`config.mk`:
```
export PLATFORM = sky130hd
export DESIGN_NAME = bts_coord
export DESIGN_NICKNAME = d
export VERILOG_FILES = /design/src/bts_pkg.sv /design/src/bts_coord.sv
export SDC_FILE = /design/constraint.sdc
export NUM_CORES = 2
export LEC_CHECK = 0
export ABC_AREA = 0
export BUFFER_PORTS_ARGS = -buffer_cell sky130_fd_sc_hd__buf_2
export CAP_MARGIN = 20
export CORE_UTILIZATION = 45
export DETAILED_ROUTE_END_ITERATION = 16
export GPL_TIMING_DRIVEN = 1
export SLEW_MARGIN = 20
export SYNTH_ARGS = -nofsm -noshare
export SYNTH_HDL_FRONTEND = slang
export SYNTH_SLANG_ARGS = --single-unit
```
`constraint.sdc`:
```
create_clock -name clk -period 15.8 [get_ports clk]
set_input_delay 2.37 -clock clk [delete_from_list [all_inputs] [get_ports clk]]
set_output_delay 2.37 -clock clk [all_outputs]
set_load 0.02 [all_outputs]
```
`src/bts_pkg.sv`:
```
`timescale 1ns / 1ps

package bts_pkg;

  // size registers and coordinate widths
  localparam int SZ_W   = 8;
  localparam int POS_W  = 16;
  localparam int REM_W  = 15;
  localparam int CH_W   = 16;
  localparam int RGB_W  = 3 * CH_W;
  localparam int IDX_W  = 3;

  // register indexes
  localparam logic [IDX_W-1:0] REG_IMAGE_WIDTH  = 3'd0;
  localparam logic [IDX_W-1:0] REG_IMAGE_HEIGHT = 3'd1;
  localparam logic [IDX_W-1:0] REG_BORDER_MODE  = 3'd2;
  localparam logic [IDX_W-1:0] REG_FILTER_MODE  = 3'd3;
  localparam logic [IDX_W-1:0] REG_EXPOSURE     = 3'd4;

  localparam logic OP_WRITE  = 1'b0;
  localparam logic OP_SAMPLE = 1'b1;

  localparam logic BORDER_CLAMP  = 1'b0;
  localparam logic FILTER_LINEAR = 1'b1;

  // memory request from the coordinate pipe
  typedef struct packed {
    logic rd;
    logic wr;
  } mem_req_t;

  // four restoring steps of rem mod size, shifts hi down to hi-3
  function automatic logic [REM_W-1:0] mod_part(input logic [REM_W-1:0] rem,
                                                input logic [SZ_W-1:0] size,
                                                input int hi);
    logic [REM_W+SZ_W-1:0] r;
    logic [REM_W+SZ_W-1:0] d;
    int k;
    r = {{SZ_W{1'b0}}, rem};
    for (int j = 0; j < 4; j++) begin
      k = hi - j;
      if (k >= 0) begin
        d = (REM_W + SZ_W)'(size) << k;
        if (r >= d) r = r - d;
      end
    end
    return r[REM_W-1:0];
  endfunction

  function automatic logic [SZ_W-1:0] clamp_pos(input logic signed [POS_W-1:0] pos,
                                                 input logic [SZ_W-1:0] size);
    logic [SZ_W-1:0] res;
    if (pos < 0) begin
      res = '0;
    end else if (pos >= $signed({{(POS_W-SZ_W){1'b0}}, size})) begin
      res = size - 1'b1;
    end else begin
      res = pos[SZ_W-1:0];
    end
    return res;
  endfunction

endpackage

```
`src/bts_coord.sv`:
```
`timescale 1ns / 1ps

module bts_coord #(
  parameter int MAX_WIDTH   = 128,
  parameter int MAX_HEIGHT  = 128,
  parameter int WEIGHT_BITS = 8,
  parameter int AW          = 14
) (
  input  logic                             clk,
  input  logic                             rst,
  input  logic                             take,
  input  logic                             op,
  input  logic signed [20:0]               u,
  input  logic signed [20:0]               v,
  input  logic [6:0]                       texel_x,
  input  logic [6:0]                       texel_y,
  input  logic [bts_pkg::RGB_W-1:0]        texel_rgb,
  input  logic [bts_pkg::SZ_W-1:0]         width,
  input  logic [bts_pkg::SZ_W-1:0]         height,
  input  logic                             border_mode,
  input  logic                             filter_mode,
  output bts_pkg::mem_req_t                ctl,
  output logic [3:0][AW-1:0]               addr,
  output logic [bts_pkg::RGB_W-1:0]        wdata,
  output logic [WEIGHT_BITS-1:0]           wx,
  output logic [WEIGHT_BITS-1:0]           wy
);

  localparam int SZ_W  = bts_pkg::SZ_W;
  localparam int POS_W = bts_pkg::POS_W;
  localparam int REM_W = bts_pkg::REM_W;
  localparam logic [AW-1:0] ROW = AW'(MAX_WIDTH);

  typedef struct packed {
    logic                        rd;
    logic                        wr;
    logic [6:0]                  tx;
    logic [6:0]                  ty;
    logic [bts_pkg::RGB_W-1:0]   rgb;
    logic signed [POS_W-1:0]     posx;
    logic signed [POS_W-1:0]     posy;
    logic [15:0]                 fx;
    logic [15:0]                 fy;
    logic [REM_W-1:0]            remx;
    logic [REM_W-1:0]            remy;
    logic                        negx;
    logic                        negy;
  } stage_t;

  function automatic logic [AW-1:0] texel_addr(input logic [SZ_W-1:0] x,
                                               input logic [SZ_W-1:0] y);
    return AW'(y) * ROW + AW'(x);
  endfunction

  // product stage
  logic                      p_rd, p_wr, p_bil;
  logic [6:0]                p_tx, p_ty;
  logic [bts_pkg::RGB_W-1:0] p_rgb;
  logic signed [29:0]        p_xp;
  logic signed [31:0]        p_yp;
  logic signed [22:0]        vd;
  logic                      fits;

  assign vd   = 23'sd65536 - 23'(v);
  assign fits = (32'(texel_x) < MAX_WIDTH) && (32'(texel_y) < MAX_HEIGHT);

  always_ff @(posedge clk) begin
    if (rst) begin
      p_rd <= 1'b0;
      p_wr <= 1'b0;
    end else begin
      p_rd <= take && (op == bts_pkg::OP_SAMPLE);
      p_wr <= take && (op == bts_pkg::OP_WRITE) && fits;
    end
    p_bil <= (filter_mode == bts_pkg::FILTER_LINEAR);
    p_tx  <= texel_x;
    p_ty  <= texel_y;
    p_rgb <= texel_rgb;
    p_xp  <= 30'(u) * 30'($signed({1'b0, width}));
    p_yp  <= 32'(vd) * 32'($signed({1'b0, height}));
  end

  // texel space: x = u*w - 0.5; nearest rounds, which cancels the half
  logic signed [32:0] xq, yq;
  logic signed [POS_W-1:0] px, py, nx, ny;

  assign xq = p_bil ? 33'(p_xp) - 33'sd32768 : 33'(p_xp);
  assign yq = p_bil ? 33'(p_yp) - 33'sd32768 : 33'(p_yp);
  assign px = xq[31:16];
  assign py = yq[31:16];
  assign nx = -px;
  assign ny = -py;

  stage_t st [1:5];

  always_ff @(posedge clk) begin
    if (rst) begin
      for (int i = 1; i <= 5; i++) begin
        st[i].rd <= 1'b0;
        st[i].wr <= 1'b0;
      end
    end else begin
      st[1].rd <= p_rd;
      st[1].wr <= p_wr;
      for (int i = 2; i <= 5; i++) begin
        st[i].rd <= st[i-1].rd;
        st[i].wr <= st[i-1].wr;
      end
    end
    st[1].tx   <= p_tx;
    st[1].ty   <= p_ty;
    st[1].rgb  <= p_rgb;
    st[1].posx <= px;
    st[1].posy <= py;
    // nearest: zero weights select the first texel alone
    st[1].fx   <= p_bil ? xq[15:0] : 16'd0;
    st[1].fy   <= p_bil ? yq[15:0] : 16'd0;
    st[1].negx <= px[POS_W-1];
    st[1].negy <= py[POS_W-1];
    st[1].remx <= px[POS_W-1] ? nx[REM_W-1:0] : px[REM_W-1:0];
    st[1].remy <= py[POS_W-1] ? ny[REM_W-1:0] : py[REM_W-1:0];
    // repeat addressing: |pos| mod size, four steps a stage
    for (int i = 2; i <= 5; i++) begin
      st[i].tx   <= st[i-1].tx;
      st[i].ty   <= st[i-1].ty;
      st[i].rgb  <= st[i-1].rgb;
      st[i].posx <= st[i-1].posx;
      st[i].posy <= st[i-1].posy;
      st[i].fx   <= st[i-1].fx;
      st[i].fy   <= st[i-1].fy;
      st[i].negx <= st[i-1].negx;
      st[i].negy <= st[i-1].negy;
      st[i].remx <= bts_pkg::mod_part(st[i-1].remx, width, 14 - 4 * (i - 2));
      st[i].remy <= bts_pkg::mod_part(st[i-1].remy, height, 14 - 4 * (i - 2));
    end
  end

  // border addressing of floor and floor+1
  logic [SZ_W-1:0] rx, ry, x0, x1, y0, y1;
  logic [SZ_W-1:0] rx1, ry1;
  logic signed [POS_W-1:0] px1, py1;

  always_comb begin
    rx  = (st[5].negx && st[5].remx != '0) ? width - st[5].remx[SZ_W-1:0]
                                           : st[5].remx[SZ_W-1:0];
    ry  = (st[5].negy && st[5].remy != '0) ? height - st[5].remy[SZ_W-1:0]
                                           : st[5].remy[SZ_W-1:0];
    rx1 = ({1'b0, rx} + 9'd1 == {1'b0, width}) ? '0 : rx + 1'b1;
    ry1 = ({1'b0, ry} + 9'd1 == {1'b0, height}) ? '0 : ry + 1'b1;
    px1 = st[5].posx + 16'sd1;
    py1 = st[5].posy + 16'sd1;
    if (border_mode == bts_pkg::BORDER_CLAMP) begin
      x0 = bts_pkg::clamp_pos(st[5].posx, width);
      x1 = bts_pkg::clamp_pos(px1, width);
      y0 = bts_pkg::clamp_pos(st[5].posy, height);
      y1 = bts_pkg::clamp_pos(py1, height);
    end else begin
      x0 = rx;
      x1 = rx1;
      y0 = ry;
      y1 = ry1;
    end
  end

  always_ff @(posedge clk) begin
    if (rst) begin
      ctl <= '0;
    end else begin
      ctl.rd <= st[5].rd;
      ctl.wr <= st[5].wr;
    end
    addr[0] <= st[5].wr ? AW'(st[5].ty) * ROW + AW'(st[5].tx) : texel_addr(x0, y0);
    addr[1] <= texel_addr(x1, y0);
    addr[2] <= texel_addr(x0, y1);
    addr[3] <= texel_addr(x1, y1);
    wdata   <= st[5].rgb;
    wx      <= st[5].fx[15 -: WEIGHT_BITS];
    wy      <= st[5].fy[15 -: WEIGHT_BITS];
  end

endmodule

```
* Word-level counts from Yosys, hierarchy flattened
Memory sizes are Yosys's and may differ from the RTL's.
Index checks and enable logic that the tools add are counted.
** Storage, ports and cells
- Register bits after elaboration :: 248
- RAM bits :: 800
- Input port bits :: 126
- Output and inout port bits :: 122
- Logic and storage cells :: 193
- Memories :: 1
** Operators by class
- Add/sub/neg operators :: 50
- $mul :: 2
- Magnitude comparators :: 38
- Equality and inequality tests :: 2
- Muxes and demuxes :: 66
- Bitwise gates (word level) :: 11
- Reductions and logical operators :: 6
** Memory list
- st :: depth 5, bits a word 160, rd ports 5, clocked after memory_dff 0, write ports 5, RTL line bts_coord.sv:94 : stage_t st [1:5];
** Operators with widths (number)
- 2-to-1 mux 23 bit :: 22
- 2-to-1 mux 15 bit :: 10
- 2-to-1 mux 8 bit :: 9
- >= comparator 16 x 9 -> 1 bit :: 4
- less-than comparator 16 x 1 -> 1 bit, second input constant :: 4
- 2-to-1 mux 32 bit :: 2
- subtractor 15 bit :: 4
- adder 14 x 8 -> 14 bit :: 4
- 2-to-1 mux 7 bit :: 7
- >= comparator 23 x 11 -> 1 bit :: 2
- >= comparator 23 x 12 -> 1 bit :: 2
- >= comparator 23 x 13 -> 1 bit :: 2
- >= comparator 23 x 15 -> 1 bit :: 2
- >= comparator 23 x 16 -> 1 bit :: 2
- >= comparator 23 x 17 -> 1 bit :: 2
- >= comparator 23 x 19 -> 1 bit :: 2
- >= comparator 23 x 20 -> 1 bit :: 2
- >= comparator 23 x 21 -> 1 bit :: 2
- >= comparator 23 x 8 -> 1 bit :: 2
- >= comparator 23 x 9 -> 1 bit :: 2
- subtractor 15 x 22 -> 23 bit :: 2
- subtractor 23 x 12 -> 23 bit :: 2
- subtractor 23 x 13 -> 23 bit :: 2
- subtractor 23 x 16 -> 23 bit :: 2
- 35 further kinds :: 79

* Logic depth before layout (Yosys ltp)
An unclocked memory read counts as a cell.
- Word-level depth :: 9
- Mapped depth :: 45

* Worst setup path before layout
Ideal clock, no wire load.
- Kind :: input port to flip-flop
- From :: input port height[1] in the netlist's numbering
- To :: register, netlist name st[0][647]
- Arrival time :: 12.507 ns
- Data required time :: 15.679 ns
- Path slack :: 3.172 ns
- Stages on the path :: 43
- Path buffers :: 6
- Path through :: clkbuf_1 clkbuf_1 inv_1 fa_1 a211oi_1 nor2_1 o221ai_1 nor2b_1 clkbuf_1 mux2_2 ha_1 a211o_1 o211ai_1 a21o_1 and2_1 o211ai_1 nor2_1 clkbuf_1 (+7 left out) nand2b_1 a21oi_1 o21ai_0 nor2_1 clkbuf_1 mux2i_1 fa_1 a21o_1 a21oi_1 o21bai_1 a21oi_1 o21bai_1 a21oi_1 and3_1 o21ai_0 or3_1 clkbuf_1 mux2_2
** RTL lines
- start, declared :: RTL line bts_coord.sv:19 : input logic [bts_pkg::SZ_W-1:0] height,

==> results.md <==
* Fin Clk Skew at slightly above 0.05 ns
* Syn. warnings at 0
* First-pass GRT wire length at 183500 um
* Die Y-Extent at between 300 and 400 um
* Dpl hpwl at 86550 um
* Reg clk slew, reported paths at 0.06 ns
* Final wirelength at 113700 um
* Detailed-route DRC error count at 0
* Top post-synthesis cells by area: dfxtp_1, fa_1, ha_1
* Vias/cell at slightly above 5
* Ys flop type: dfxtp_1
* Largest net degree at the start of global routing at 44
* Post-synth EDFFs at 0
* CP peak stage delay at around 0.8 ns
* Vias in the first global route at between 30000 and 40000
* Post-Synthesis Cells at around 5000
* Synth top cells by count: dfxtp_1, inv_1, ha_1
* Crit share post-route at between 80% and 90%
* Post-synth top area share at around 37%
* Initial core utilization at 45.47%
* Fin Hold WS at ~0.28 ns
* CTS Buf Count at 94
* Mean Syn Cell Area at 9.820 sq um
* Critical Path RT at around 16 ns
* Worst R2R Path Depth at 39
* Fin area at 55760 sq um
* Fillcell total at approximately 10000
* I/O Buffers at ~250
* Crit start category: input port
* Setup Fix Bufs, Post-CTS at 0
* Synth Register Bits at just over 900
* Hold Buf Count CTS at 0
* # IOs at ~250
* Initial DRC count at between 2000 and 2500
* MaxCap Viol Count at 0
* Max-Slew Margin vs Limit at between 20% and 30%
* Die width at around 330 um
* Dpl cell area at between 50000 and 60000 sq um
* FF-to-FF setup slack at between 4 and 5 ns
* Min cycle time layout at about 13 ns
* Share of layout cells above drive strength 1 at around 11%
* Final ANT Viol Nets at 0
* Crit-path most repeated cell: a21oi_1
* Max FO, Critical Path at 27
* Wire length per cell at about 17 um
* Syn Nets at roughly 5900
* Grt total ovfl at 0
* Die ar. at about 110000 sq um
* Setup TNS at 0 ns
* Clk_lat worst skew at around 0.7 ns
* Most common cell in the synthesized netlist: dfxtp_1
* Core area at ~110000 sq um
* Crit-path slowest cell: nor2_1
* Site Rows at roughly 120
* Netlist cell types at 92
* Tot GR Track Use at 20.41%
* Root Buffer: clkbuf_16
* Achievable Freq at roughly 76 MHz
* Vias after detailed routing at roughly 35000
* Cell taking the most area after synthesis: dfxtp_1
* Sequential fraction of the synthesis area at about 37%
* P&R area growth vs syn at 12.50%
* Crit path capture type: register
* Worst hold stages at 0
* DR pass1 iterations at 6
* Final setup violation count at 0
* Worst Path Arrival at between 10 and 15 ns
* Bufs on Longest Clock Path at 3
* Final core occ at about half
* # resized after CTS at 0
* Outcome: completed
* Post-synth ARST share at 0%
* Fin nets at just over 6000
* RSZ-0062 raised after global routing: false
* Post-Syn Area at 49560 sq um
* Initial antenna violation count at 12
* Worst slew pin tran at around 1.1 ns
* Final Hold Fails at 0
* Placer Congestion at 0.8928
* Clock Sinks at about 900
* Hold WC Path Type: reg2reg
* CTS H-Tree Depth at 3
* Slew Viols, Final at 0
* Setup Crit Path Kind: in2reg
* TritonCTS clock tree: done
per-stage QoR:
stage | cells | worst slack (ns)
global placement | 6640 | 2.250
finish | 6820 | 2.571
floorplan | 5047 | 3.172
detailed placement | 6640 | 2.084
CTS | 6817 | 2.763
global route | 6818 | 1.784
kinds of logic after synthesis:
logic type                 share of synthesized area, %
AOI/OAI and AO/OA                                 11.35
xor gates and xnor gates                          5.960
adders and majority gates                         22.16
buffers and inverters                             4.963
DFF                                               37.24
muxes                                             3.438
other                                          0.007566
and+or+nand+nor                                   14.88
area by class of cell:
cell class	instances	area, sq um	share of cell area (%)
repair buffers	276	1454	2.608
flip-flops and latches	922	18460	33.10
clock buffers	115	2531	4.540
clock inverters	62	815.8	1.463
inverters	549	2061	3.696
multi-input cells	3479	28660	51.40
diodes	3	7.507	0.01346
well taps	1414	1769	3.173
worst max-delay path: cells and delay by family:
| family | cells | cell delay, ns |
|---|---|---|
| AND/OR/NAND/NOR | 9 | 3.33 |
| buffers and inverters | 3 | 0.79 |
| multiplexers | 4 | 1.37 |
| AO/OA/AOI/OAI | 18 | 4.24 |
| adder cells (fa/ha/maj) | 4 | 1.65 |
sequential cells by signal, summed over array words and instances, names as in the netlist, 2 cells and up:
| register | cells |
|---|---|
| addr | 49 |
| ctl | 2 |
| p_rgb | 48 |
| p_tx | 7 |
| p_ty | 7 |
| p_xp | 22 |
| p_yp | 23 |
| st | 697 |
| wdata | 48 |
| wx | 8 |
| wy | 8 |
layer usage:
layer | track usage, % | vias to the layer above | wire length, um
li1 | - | 17658 | -
met1 | 29.56 | 16842 | 56720
met2 | 31.40 | 726 | 48810
met3 | 3.554 | 148 | 6066
met4 | 5.017 | 6 | 2042
met5 | 0 | - | 40
placed cells by master, fill, tap and decap left out, types with 29 or more instances in the layout:
cell type,instances
a211oi_1,29
a21o_1,92
a21oi_1,228
a31oi_1,32
and2_1,238
and3_1,39
buf_2,247
buf_4,29
clkbuf_16,94
dfxtp_1,922
fa_1,298
ha_1,401
inv_1,545
mux2_2,102
mux2i_1,45
nand2_1,343
nand2b_1,51
nand3_1,86
nand4_1,57
nor2_1,267
nor2b_1,63
nor3_1,107
nor4_1,37
o21a_1,37
o21ai_0,181
or3_1,37
xnor2_1,214
xor2_1,118
final timing paths:
kind	startpoint	endpoint
worst max-delay path	height[2]	st[0][647]
worst min-delay path	st[0][775]	st[0][935]
worst min register to register	st[0][775]	st[0][935]
worst max register to register	st[0][488]	st[0][647]
Power is not shown: default switching activity piles up to over one toggle a cycle in this logic, so the estimate is an artifact.
